$ cat src/hw/rtl/assert_macros.svh
// ---------------------------------------------------------------------------
// Assertion macros
// Shared concurrent-assertion shorthands for the RTL.
// ---------------------------------------------------------------------------
`ifndef ASSERT_MACROS_SVH
`define ASSERT_MACROS_SVH

// same-cycle implication
`define ASSERT_IMPLY(label, clk, rst_n, ante, cons) \
    label: assert property (@(posedge clk) disable iff (!rst_n) (ante) |-> (cons)) \
        else $error("same-cycle implication failed");

// next-cycle implication
`define ASSERT_NEXT(label, clk, rst_n, ante, cons) \
    label: assert property (@(posedge clk) disable iff (!rst_n) (ante) |=> (cons)) \
        else $error("next-cycle implication failed");

// invariant
`define ASSERT_ALWAYS(label, clk, rst_n, expr) \
    label: assert property (@(posedge clk) disable iff (!rst_n) (expr)) \
        else $error("invariant failed");

`endif

$ cat src/hw/rtl/pds_pkg.sv
// ---------------------------------------------------------------------------
// pds_pkg
// Types, codes, constant tables and helpers for the pixel dither/scale block.
// ---------------------------------------------------------------------------
package pds_pkg;

    // column wrap; covers the whole 12-bit column field
    localparam int C_MAX_COLUMNS = 4096;

    // pixel formats (code 3 behaves as graymap)
    localparam logic [1:0] C_FMT_BITMAP = 2'd0;
    localparam logic [1:0] C_FMT_GRAY   = 2'd1;
    localparam logic [1:0] C_FMT_COLOR  = 2'd2;

    // inversion codes
    localparam logic [2:0] C_INV_NONE  = 3'd0;
    localparam logic [2:0] C_INV_CODE1 = 3'd1;
    localparam logic [2:0] C_INV_AUTO  = 3'd2;
    localparam logic [2:0] C_INV_CODE4 = 3'd3;
    localparam logic [2:0] C_INV_CODE5 = 3'd4;
    localparam logic [2:0] C_INV_CODE6 = 3'd5;
    localparam logic [2:0] C_INV_NEG5  = 3'd6;
    localparam logic [2:0] C_INV_NEG6  = 3'd7;

    // register indexes
    localparam logic [2:0] C_REG_FORMAT  = 3'd0;
    localparam logic [2:0] C_REG_INVERT  = 3'd1;
    localparam logic [2:0] C_REG_GAIN_R  = 3'd2;
    localparam logic [2:0] C_REG_GAIN_G  = 3'd3;
    localparam logic [2:0] C_REG_GAIN_B  = 3'd4;
    localparam logic [2:0] C_REG_DITH_R  = 3'd5;
    localparam logic [2:0] C_REG_DITH_G  = 3'd6;
    localparam logic [2:0] C_REG_DITH_B  = 3'd7;

    // reset values
    localparam logic [1:0]  C_FMT_RESET  = C_FMT_GRAY;
    localparam logic [23:0] C_GAIN_RESET = 24'd65793;

    // arithmetic constants
    localparam logic [23:0] C_FULL_Q16    = 24'hFF0000;  // 255.0 in Q16
    localparam logic [15:0] C_GRAY_THRESH = 16'd248;
    localparam logic [22:0] C_LUMA_THRESH = 23'd24800;
    localparam logic [11:0] C_RECIP5      = 12'd3277;    // ceil(2^14/5)
    localparam logic [17:0] C_RECIP25     = 18'd167773;  // ceil(2^22/25)
    localparam logic [11:0] C_GRAY_SCALE  = 12'd2621;    // floor(65536/25)
    localparam logic [4:0]  C_GRAY_REM    = 5'd11;       // 65536 mod 25

    // luma weights, Q16
    localparam logic [15:0] C_LUMA_W [3] = '{16'd19595, 16'd38470, 16'd7471};

    // ordered dither: entry (col%5)*5 + row%5 holds that index*8 mod 25
    localparam logic [4:0] C_DITHER [25] = '{
        5'd0,  5'd8,  5'd16, 5'd24, 5'd7,
        5'd15, 5'd23, 5'd6,  5'd14, 5'd22,
        5'd5,  5'd13, 5'd21, 5'd4,  5'd12,
        5'd20, 5'd3,  5'd11, 5'd19, 5'd2,
        5'd10, 5'd18, 5'd1,  5'd9,  5'd17
    };

    // configuration register file
    typedef struct packed {
        logic [1:0]       fmt;
        logic [2:0]       inv_code;
        logic [2:0][23:0] gain;
        logic [2:0][7:0]  dith;
    } t_cfg;

    // controller states
    typedef enum logic [2:0] {
        ST_IDLE,
        ST_PREP,
        ST_MUL,
        ST_DIV,
        ST_FIN,
        ST_LMUL,
        ST_LACC,
        ST_DONE
    } t_state;

    // controller -> datapath commands
    typedef struct packed {
        logic       load_in;
        logic       prep;
        logic       mul;
        logic       div;
        logic       fin;
        logic       lmul;
        logic       lacc;
        logic       load_out;
        logic [1:0] chan;
    } t_cmd;

    // datapath -> controller status
    typedef struct packed {
        logic out_free;
    } t_status;

    // x mod 5 for a 12-bit value, by reciprocal multiply
    function automatic logic [2:0] mod5(input logic [11:0] x);
        logic [23:0] p;
        logic [9:0]  q;
        logic [11:0] r;
        p = 24'(x) * 24'(C_RECIP5);
        q = p[23:14];
        r = x - 12'(12'(q) * 12'd5);
        return r[2:0];
    endfunction

    // floor(x/25), exact for x below 102400 (result fits 12 bits)
    function automatic logic [11:0] div25(input logic [16:0] x);
        logic [34:0] p;
        p = 35'(x) * 35'(C_RECIP25);
        return p[33:22];
    endfunction

    // dither numerator n (0..24) for a column/row pair
    function automatic logic [4:0] dither_n(input logic [11:0] col, input logic [11:0] row);
        logic [4:0] idx;
        idx = 5'(5'(mod5(col)) * 5'd5) + 5'(mod5(row));
        return C_DITHER[idx];
    endfunction

endpackage

$ cat src/hw/rtl/pnm_pixel_dither_scale_top.sv
// One pixel request in, one result out: each accepted pixel goes through
// prep, three channel passes of three steps, three luma multiply/accumulate
// steps and the output load, which waits while an untaken result holds the
// output register; then the block is ready again. The single shared 16x24
// multiplier serves the three sample*gain products and the three luma
// products in turn. The result sits in an output register, so the next
// pixel is taken while it waits. Configuration writes are taken every cycle
// and must only be made while no pixel is in flight.
// ---------------------------------------------------------------------------
// pnm_pixel_dither_scale_top
// Raw PNM pixel to 8-bit RGB + gray with gain, 5x5 ordered dither, invert.
// ---------------------------------------------------------------------------
`include "assert_macros.svh"

module pnm_pixel_dither_scale_top
    import pds_pkg::*;
(
    input  logic        i_clk,
    input  logic        i_rst_n,
    // pixel request stream
    input  logic        s_axis_tvalid,
    output logic        s_axis_tready,
    input  logic [71:0] s_axis_tdata,  // sample_a[15:0], sample_b[31:16], sample_c[47:32],
                                       // column[59:48], line_number[71:60]
    // result stream
    output logic        m_axis_tvalid,
    input  logic        m_axis_tready,
    output logic [31:0] m_axis_tdata,  // red_out[7:0], green_out[15:8], blue_out[23:16],
                                       // gray_out[31:24]
    // configuration writes
    input  logic        i_cfg_valid,
    output logic        o_cfg_ready,
    input  logic [2:0]  i_cfg_index,
    input  logic [23:0] i_cfg_data
);

    t_cfg    r_cfg;
    t_cmd    w_cmd;
    t_status w_status;

    assign o_cfg_ready = 1'b1;

    // configuration registers
    always_ff @(posedge i_clk) begin
        if (!i_rst_n) begin
            r_cfg.fmt      <= C_FMT_RESET;
            r_cfg.inv_code <= C_INV_NONE;
            r_cfg.gain     <= {3{C_GAIN_RESET}};
            r_cfg.dith     <= '0;
        end else if (i_cfg_valid) begin
            case (i_cfg_index)
                C_REG_FORMAT: r_cfg.fmt      <= i_cfg_data[1:0];
                C_REG_INVERT: r_cfg.inv_code <= i_cfg_data[2:0];
                C_REG_GAIN_R: r_cfg.gain[0]  <= i_cfg_data;
                C_REG_GAIN_G: r_cfg.gain[1]  <= i_cfg_data;
                C_REG_GAIN_B: r_cfg.gain[2]  <= i_cfg_data;
                C_REG_DITH_R: r_cfg.dith[0]  <= i_cfg_data[7:0];
                C_REG_DITH_G: r_cfg.dith[1]  <= i_cfg_data[7:0];
                C_REG_DITH_B: r_cfg.dith[2]  <= i_cfg_data[7:0];
                default:      r_cfg          <= r_cfg;
            endcase
        end
    end

    pds_ctrl u_ctrl (
        .i_clk      (i_clk),
        .i_rst_n    (i_rst_n),
        .i_in_valid (s_axis_tvalid),
        .i_status   (w_status),
        .o_in_ready (s_axis_tready),
        .o_cmd      (w_cmd)
    );

    pds_datapath u_datapath (
        .i_clk       (i_clk),
        .i_rst_n     (i_rst_n),
        .i_cmd       (w_cmd),
        .i_cfg       (r_cfg),
        .i_in_data   (s_axis_tdata),
        .i_out_ready (m_axis_tready),
        .o_status    (w_status),
        .o_out_valid (m_axis_tvalid),
        .o_out_data  (m_axis_tdata)
    );

    // a pixel in flight blocks the next request
    `ASSERT_NEXT(a_busy_after_accept, i_clk, i_rst_n, s_axis_tvalid && s_axis_tready, !s_axis_tready)

    // result load never overwrites an untaken result
    `ASSERT_IMPLY(a_load_when_free, i_clk, i_rst_n, w_cmd.load_out, !m_axis_tvalid || m_axis_tready)

    // at most one datapath step per cycle
    `ASSERT_ALWAYS(a_one_step, i_clk, i_rst_n, $onehot0({w_cmd.load_in, w_cmd.prep, w_cmd.mul, w_cmd.div, w_cmd.fin, w_cmd.lmul, w_cmd.lacc, w_cmd.load_out}))

endmodule

$ cat src/hw/rtl/pds_ctrl.sv
// ---------------------------------------------------------------------------
// pds_ctrl
// Sequencer: walks one pixel through prep, three channel passes, three luma
// multiply/accumulate steps and the output load.
// ---------------------------------------------------------------------------
module pds_ctrl
    import pds_pkg::*;
(
    input  logic    i_clk,
    input  logic    i_rst_n,
    input  logic    i_in_valid,
    input  t_status i_status,
    output logic    o_in_ready,
    output t_cmd    o_cmd
);

    t_state     r_state, n_state;
    logic [1:0] r_chan,  n_chan;
    logic       w_last;

    assign w_last = (r_chan == 2'd2);

    // state and channel counter
    always_ff @(posedge i_clk) begin
        if (!i_rst_n) begin
            r_state <= ST_IDLE;
            r_chan  <= 2'd0;
        end else begin
            r_state <= n_state;
            r_chan  <= n_chan;
        end
    end

    // next state
    always_comb begin
        n_state = r_state;
        n_chan  = r_chan;
        case (r_state)
            ST_IDLE: begin
                if (i_in_valid) begin
                    n_state = ST_PREP;
                end
            end
            ST_PREP: begin
                n_state = ST_MUL;
                n_chan  = 2'd0;
            end
            ST_MUL:  n_state = ST_DIV;
            ST_DIV:  n_state = ST_FIN;
            ST_FIN: begin
                if (w_last) begin
                    n_state = ST_LMUL;
                    n_chan  = 2'd0;
                end else begin
                    n_state = ST_MUL;
                    n_chan  = r_chan + 2'd1;
                end
            end
            ST_LMUL: n_state = ST_LACC;
            ST_LACC: begin
                if (w_last) begin
                    n_state = ST_DONE;
                    n_chan  = 2'd0;
                end else begin
                    n_state = ST_LMUL;
                    n_chan  = r_chan + 2'd1;
                end
            end
            ST_DONE: begin
                if (i_status.out_free) begin
                    n_state = ST_IDLE;
                end
            end
            default: n_state = ST_IDLE;
        endcase
    end

    // commands
    always_comb begin
        o_cmd      = '0;
        o_cmd.chan = r_chan;
        o_in_ready = 1'b0;
        case (r_state)
            ST_IDLE: begin
                o_in_ready    = 1'b1;
                o_cmd.load_in = i_in_valid;
            end
            ST_PREP: o_cmd.prep = 1'b1;
            ST_MUL:  o_cmd.mul  = 1'b1;
            ST_DIV:  o_cmd.div  = 1'b1;
            ST_FIN:  o_cmd.fin  = 1'b1;
            ST_LMUL: o_cmd.lmul = 1'b1;
            ST_LACC: o_cmd.lacc = 1'b1;
            ST_DONE: o_cmd.load_out = i_status.out_free;
            default: o_cmd = '0;
        endcase
    end

endmodule

$ cat src/hw/rtl/pds_datapath.sv
// ---------------------------------------------------------------------------
// pds_datapath
// Pixel registers, invert decision, one shared 16x24 multiplier, dither
// term, clamp/invert, luma accumulator and the output register.
// ---------------------------------------------------------------------------
module pds_datapath
    import pds_pkg::*;
(
    input  logic        i_clk,
    input  logic        i_rst_n,
    input  t_cmd        i_cmd,
    input  t_cfg        i_cfg,
    input  logic [71:0] i_in_data,   // sample_a, sample_b, sample_c, column, line_number
    input  logic        i_out_ready,
    output t_status     o_status,
    output logic        o_out_valid,
    output logic [31:0] o_out_data   // red_out, green_out, blue_out, gray_out
);

    // pixel registers
    logic [2:0][15:0] r_s;
    logic [11:0]      r_col;
    logic [11:0]      r_line;
    logic [4:0]       r_n;
    logic             r_inv;
    logic             r_row_inv;

    // arithmetic registers
    logic [39:0]      r_prod;
    logic [12:0]      r_m;
    logic [11:0]      r_q;
    logic [23:0]      r_base;
    logic [2:0][23:0] r_v;
    logic [41:0]      r_acc;

    // output register
    logic             r_out_valid;
    logic [31:0]      r_out;

    logic             w_gray;
    logic             w_bit;
    logic             w_start;
    logic [22:0]      w_luma_sum;
    logic             n_inv;
    logic             n_row_inv;

    logic [15:0]      w_s_sel;
    logic [23:0]      w_gain_sel;
    logic [7:0]       w_dith_sel;
    logic [23:0]      w_v_sel;
    logic [15:0]      w_w_sel;
    logic [15:0]      w_mul_a;
    logic [23:0]      w_mul_b;

    logic [16:0]      w_x;
    logic [24:0]      w_term;
    logic [40:0]      w_sum;
    logic [23:0]      w_clip;
    logic [23:0]      w_v;

    logic [41:0]      w_acc_rnd;
    logic [9:0]       w_luma_q;
    logic [7:0]       w_luma8;
    logic [7:0]       w_bit8;
    logic [7:0]       w_r8;
    logic [7:0]       w_g8;
    logic [7:0]       w_b8;
    logic [31:0]      w_out;

    // round a clamped Q16 value to 8 bits
    function automatic logic [7:0] round8(input logic [23:0] v);
        logic [23:0] t;
        t = v + 24'h008000;
        return t[23:16];
    endfunction

    assign w_gray  = (i_cfg.fmt != C_FMT_BITMAP) && (i_cfg.fmt != C_FMT_COLOR);
    assign w_bit   = (r_s[0] != 16'd0);
    assign w_start = (r_col == 12'd0);
    assign w_luma_sum = 23'(r_s[0]) * 23'd30 + 23'(r_s[1]) * 23'd59
                      + 23'(r_s[2]) * 23'd11;

    // invert decision and row state update
    always_comb begin
        n_row_inv = r_row_inv;
        n_inv     = 1'b0;
        case (i_cfg.fmt)
            C_FMT_BITMAP: begin
                if (i_cfg.inv_code == C_INV_AUTO) begin
                    if (w_start) begin
                        n_row_inv = !w_bit;
                        n_inv     = 1'b1;
                    end else begin
                        n_inv     = r_row_inv;
                    end
                end else begin
                    n_inv = i_cfg.inv_code inside {C_INV_CODE1, C_INV_CODE4,
                                                   C_INV_NEG5, C_INV_NEG6};
                end
            end
            C_FMT_COLOR: begin
                if (i_cfg.inv_code == C_INV_AUTO) begin
                    if (w_start) begin
                        n_row_inv = (w_luma_sum < C_LUMA_THRESH);
                    end
                    n_inv = n_row_inv;
                end else begin
                    n_inv = i_cfg.inv_code inside {C_INV_CODE1, C_INV_CODE6, C_INV_NEG5};
                end
            end
            default: begin
                if (i_cfg.inv_code == C_INV_AUTO) begin
                    if (w_start) begin
                        n_row_inv = (r_s[0] < C_GRAY_THRESH);
                    end
                    n_inv = n_row_inv;
                end else begin
                    n_inv = i_cfg.inv_code inside {C_INV_CODE1, C_INV_CODE5, C_INV_NEG6};
                end
            end
        endcase
    end

    // per-channel operand select
    always_comb begin
        case (i_cmd.chan)
            2'd1: begin
                w_s_sel    = r_s[1];
                w_gain_sel = i_cfg.gain[1];
                w_dith_sel = i_cfg.dith[1];
                w_v_sel    = r_v[1];
                w_w_sel    = C_LUMA_W[1];
            end
            2'd2: begin
                w_s_sel    = r_s[2];
                w_gain_sel = i_cfg.gain[2];
                w_dith_sel = i_cfg.dith[2];
                w_v_sel    = r_v[2];
                w_w_sel    = C_LUMA_W[2];
            end
            default: begin
                w_s_sel    = r_s[0];
                w_gain_sel = i_cfg.gain[0];
                w_dith_sel = i_cfg.dith[0];
                w_v_sel    = r_v[0];
                w_w_sel    = C_LUMA_W[0];
            end
        endcase
    end

    // shared multiplier operands: sample*gain or weight*value
    assign w_mul_a = i_cmd.lmul ? w_w_sel : w_s_sel;
    assign w_mul_b = i_cmd.lmul ? w_v_sel : w_gain_sel;

    // gray term is floor(m*65536/25) = m*2621 + floor(11m/25)
    assign w_x = w_gray ? 17'(17'(r_m) * 17'(C_GRAY_REM)) : 17'(r_m);

    // add term, clamp at 255.0, invert
    assign w_term = w_gray ? 25'(25'(r_base) + 25'(r_q)) : {1'b0, r_q[7:0], 16'h0000};
    assign w_sum  = 41'(r_prod) + 41'(w_term);
    assign w_clip = (w_sum > 41'(C_FULL_Q16)) ? C_FULL_Q16 : w_sum[23:0];
    assign w_v    = r_inv ? (C_FULL_Q16 - w_clip) : w_clip;

    // luma rounding at bit 32
    assign w_acc_rnd = r_acc + (42'd1 << 31);
    assign w_luma_q  = w_acc_rnd[41:32];
    assign w_luma8   = (w_luma_q > 10'd255) ? 8'd255 : w_luma_q[7:0];

    assign w_bit8 = (w_bit ^ r_inv) ? 8'd255 : 8'd0;
    assign w_r8   = round8(r_v[0]);
    assign w_g8   = round8(r_v[1]);
    assign w_b8   = round8(r_v[2]);

    // result by format
    always_comb begin
        case (i_cfg.fmt)
            C_FMT_BITMAP: w_out = {w_bit8, w_bit8, w_bit8, w_bit8};
            C_FMT_COLOR:  w_out = {w_luma8, w_b8, w_g8, w_r8};
            default:      w_out = {w_r8, w_r8, w_r8, w_r8};
        endcase
    end

    // pixel capture and arithmetic steps
    always_ff @(posedge i_clk) begin
        if (i_cmd.load_in) begin
            r_s[0] <= i_in_data[15:0];
            r_s[1] <= i_in_data[31:16];
            r_s[2] <= i_in_data[47:32];
            r_col  <= 12'(32'(i_in_data[59:48]) % C_MAX_COLUMNS);
            r_line <= i_in_data[71:60];
        end
        if (i_cmd.prep) begin
            r_n   <= dither_n(r_col, r_line);
            r_inv <= n_inv;
            r_acc <= '0;
        end
        if (i_cmd.mul || i_cmd.lmul) begin
            r_prod <= 40'(w_mul_a) * 40'(w_mul_b);
        end
        if (i_cmd.mul) begin
            r_m <= 13'(w_dith_sel) * 13'(r_n);
        end
        if (i_cmd.div) begin
            r_q    <= div25(w_x);
            r_base <= 24'(r_m) * 24'(C_GRAY_SCALE);
        end
        if (i_cmd.fin) begin
            case (i_cmd.chan)
                2'd1:    r_v[1] <= w_v;
                2'd2:    r_v[2] <= w_v;
                default: r_v[0] <= w_v;
            endcase
        end
        if (i_cmd.lacc) begin
            r_acc <= r_acc + 42'(r_prod);
        end
        if (i_cmd.load_out) begin
            r_out <= w_out;
        end
    end

    // row state and output handshake
    always_ff @(posedge i_clk) begin
        if (!i_rst_n) begin
            r_row_inv   <= 1'b0;
            r_out_valid <= 1'b0;
        end else begin
            if (i_cmd.prep) begin
                r_row_inv <= n_row_inv;
            end
            if (i_cmd.load_out) begin
                r_out_valid <= 1'b1;
            end else if (i_out_ready) begin
                r_out_valid <= 1'b0;
            end
        end
    end

    assign o_status.out_free = !r_out_valid || i_out_ready;
    assign o_out_valid       = r_out_valid;
    assign o_out_data        = r_out;

endmodule

$ cat config.mk
export PLATFORM = sky130hd
export DESIGN_NAME = pnm_pixel_dither_scale_top
export DESIGN_NICKNAME = d
export VERILOG_FILES = /design/src/hw/rtl/pds_pkg.sv /design/src/hw/rtl/pnm_pixel_dither_scale_top.sv /design/src/hw/rtl/pds_ctrl.sv /design/src/hw/rtl/pds_datapath.sv
export VERILOG_INCLUDE_DIRS = /design/src /design/src/hw/rtl
export SDC_FILE = /design/constraint.sdc
export NUM_CORES = 2
export LEC_CHECK = 0
export BUFFER_PORTS_ARGS = -buffer_cell sky130_fd_sc_hd__buf_2
export CAP_MARGIN = 20
export CELL_PAD_IN_SITES_DETAIL_PLACEMENT = 1
export CELL_PAD_IN_SITES_GLOBAL_PLACEMENT = 2
export CORE_MARGIN = 2
export CORE_UTILIZATION = 46
export DETAILED_ROUTE_END_ITERATION = 6
export PLACE_DENSITY_LB_ADDON = 0.1
export SKIP_LAST_GASP = 1
export SLEW_MARGIN = 20
export SYNTH_ARGS = -nofsm -noshare
export SYNTH_HDL_FRONTEND = slang
export SYNTH_HIERARCHICAL = 1
export SYNTH_SLANG_ARGS = --single-unit
$ cat constraint.sdc
create_clock -name i_clk -period 25.1 [get_ports i_clk]
set_clock_uncertainty 0.15 [all_clocks]
set_input_delay 1.255 -clock i_clk [delete_from_list [all_inputs] [get_ports i_clk]]
set_output_delay 1.255 -clock i_clk [all_outputs]
set_load 0.02 [all_outputs]
==> out/metrics.cfg <==
[status]
status=completed

[cts]
htree_num_levels=2
cts_resized=0
worst_skew_pair.late_latency_ns=0.67
clk_pin_slew_ns=0.06
cts_root_buf=clkbuf_16
cts_buffer_depth=3
cts_tree=yes
clkSinkCount=421
cts_made_buffers=52
postCtsHoldBufs=0
cts_setup_buffers=0

[sta]
slew_viol_final=0
maxSlewHeadroom=0.204
setup_viol=0
finalHoldViolations=0
rsz0062_at_grt=no
fin_crit_sh=0.442
fin_tns_setup_ns=0
worst_pin_slew_ns=1.19
fin_crit_ns=11.08
max_freq_mhz=90.2

[detailed_routing]
drt_first_pass_iters=5
vias=40238
wl_per_cell_um=23.2
vias_per_cell=5.55
routed_wl_um=168000
postRouteAntennaNets=0
first_iter_violations=2375
drc=0

[place]
place_congestion=0.919
port-buffer-count=137
hpwl_um=138000

[worst_hold_path]
hold_path.class=reg2reg

[global_route]
grt_pass1_wl_um=261000
grt_pass1_vias=43804
gr-usage-met1=0.374
met3_usage=0.0366
grt_usage=0.283
grtUsageMet2=0.490
grt_max_degree=76
gr-total-overflow=0
grt_antenna_before_repair=16
busiest_layer=met2

[synthesis]
synthArstFlopShare=0
syn_area_mm2=0.0545
ys_warn_count=6
syn-num-nets=7078
synth_top_area_frac=0.256
synth_edf_count=313
syn_avg_cell_area_um2=9.74
synth_top_area_cell=fa_1
yosys_most_used_dff=edfxtp_1
ys_seq_elements=421
synth_area_leaders=fa_1 (26%), edfxtp_1 (17%), ha_1 (16%), inv_1 (7.4%), dfxtp_1 (4.0%)
syn-instance-count=5594
ys_seq_area_frac=0.212
yosysUniqueCellTypes=96

[cells_and_area]
fillCellCount=13242
num-nets-final=7148
drive_gt1_frac=0.0627
area_growth_pct=7.51

[floorplanning]
core_mm2=0.118
die_w_um=348
die_h_um=348
ios=139
die_area_mm2=0.121
rows=126
start_util=0.463

[worst_setup_path]
slowest_delay_ns=0.75
path_max_fanout=11
slowest_stage=edfxtp_1
worstPathRequired_ns=25.31
crit_type=reg2reg
timing.critical_path.mode_cell=fa_1
start_kind=flop
cp.arrival_ns=11.30
cp-end-kind=flop

[flow_run]
drv_cap=0

[critical path: cells and delay by family, from the launching register on]
| family | cells | cell delay [ns] |
|---|---|---|
| buf+inv | 6 | 0.37 |
| flops | 1 | 0.75 |
| compound gates | 15 | 4.10 |
| xor+xnor | 2 | 0.24 |
| fa+ha+maj | 10 | 4.44 |
| simple gates | 4 | 0.72 |
[registers in the layout, summed over array words and instances, names as in the netlist, 13 cells and up]
name and flops:
r_cfg 101, u_datapath/o_out_data 32, u_datapath/r_acc 42, u_datapath/r_base 24
u_datapath/r_m 13, u_datapath/r_prod 40, u_datapath/r_s 48, u_datapath/r_v 72
[final timing paths]
path,from,to,slack (ns),cells after the start
hold reg to reg,r_cfg[65],r_cfg[65],0.31,2
setup / recovery,u_datapath/r_m[0],u_datapath/r_q[11],14.02,37
setup reg to reg,u_datapath/r_m[0],u_datapath/r_q[11],14.02,37
hold / removal,r_cfg[65],r_cfg[65],0.31,2
[synthesized netlist by cell type (12+ instances only)]
| library cell | instances |
|---|---|
| xnor2_1 | 157 |
| a21o_1 | 83 |
| a22o_1 | 37 |
| a211oi_1 | 32 |
| nor2b_1 | 104 |
| o21bai_1 | 22 |
| nor2_1 | 286 |
| ha_1 | 683 |
| nor4_1 | 22 |
| or3_1 | 16 |
| a21oi_1 | 205 |
| a211o_1 | 15 |
| nand3_1 | 66 |
| o211ai_1 | 18 |
| dfxtp_1 | 108 |
| xor2_1 | 90 |
| inv_1 | 1070 |
| fa_1 | 697 |
| nand4_1 | 37 |
| a31oi_1 | 24 |
| o21ai_0 | 173 |
| clkbuf_1 | 120 |
| edfxtp_1 | 313 |
| nor3_1 | 70 |
| buf_2 | 26 |
| a22oi_1 | 26 |
| and3_1 | 40 |
| or2_2 | 12 |
| mux2i_1 | 123 |
| nand2_1 | 515 |
| mux4_2 | 20 |
| and2_1 | 93 |
| nand2b_1 | 43 |
| o21a_1 | 36 |
[logic make-up (layout without fill, tap and decap cells)]
group           Yosys count  count (layout)  synth area share
flops                   421             421             0.212
buf+inv                1247            1361            0.0889
mux                     147             147            0.0317
compound gates          796             796            0.0961
simple gates           1355            1355             0.118
fa+ha+maj              1380            1380             0.413
xor+xnor                247             247            0.0397
other cells               1               5         0.0000688
[stage by stage]
stage | setup WS, ns | hold slack (ns) | instances | util | instance area [um2]
floorplan | 15.41 | 0.282 | 5594 | - | 54500
global placement | 14.13 | 0.293 | 7146 | 0.482 | 56800
detailed placement | 13.98 | 0.302 | 7146 | 0.482 | 56800
CTS | 13.90 | 0.313 | 7244 | 0.497 | 58600
global route | 13.34 | 0.325 | 7246 | 0.497 | 58600
finish | 14.02 | 0.310 | 7248 | 0.497 | 58600
[layout by cell type, fill, tap and decap left out, drive strengths merged, types with 38 or more instances in the layout]
cell type	n
buf	187
nor2	287
xor2	90
and3	40
a21oi	205
clkbuf	69
o21ai	177
nor2b	104
edfxtp	313
nand2b	44
a21o	84
xnor2	157
mux2i	123
dfxtp	108
nand3	66
nand4	38
and2	93
nor3	72
nand2	515
fa	697
inv	1076
ha	683
[cell type report]
class	instances	area, um2	area share
diodes	4	10.0	0.000171
clock buffers	69	1450	0.0247
clock inverters	29	318	0.00543
inverters	1076	4040	0.0690
multi-input cells	3926	38200	0.652
flip-flops and latches	421	11600	0.197
well taps	1536	1920	0.0328
repair buffers	187	1060	0.0182
[metal layers]
metal | routed length (um) | share of wire
met1 | 73900 | 0.44
met3 | 7870 | 0.047
met4 | 4300 | 0.026
met5 | 27 | 0.00016
met2 | 82300 | 0.49
Power is not shown: default switching activity piles up to over one toggle a cycle in this logic, so the estimate is an artifact.
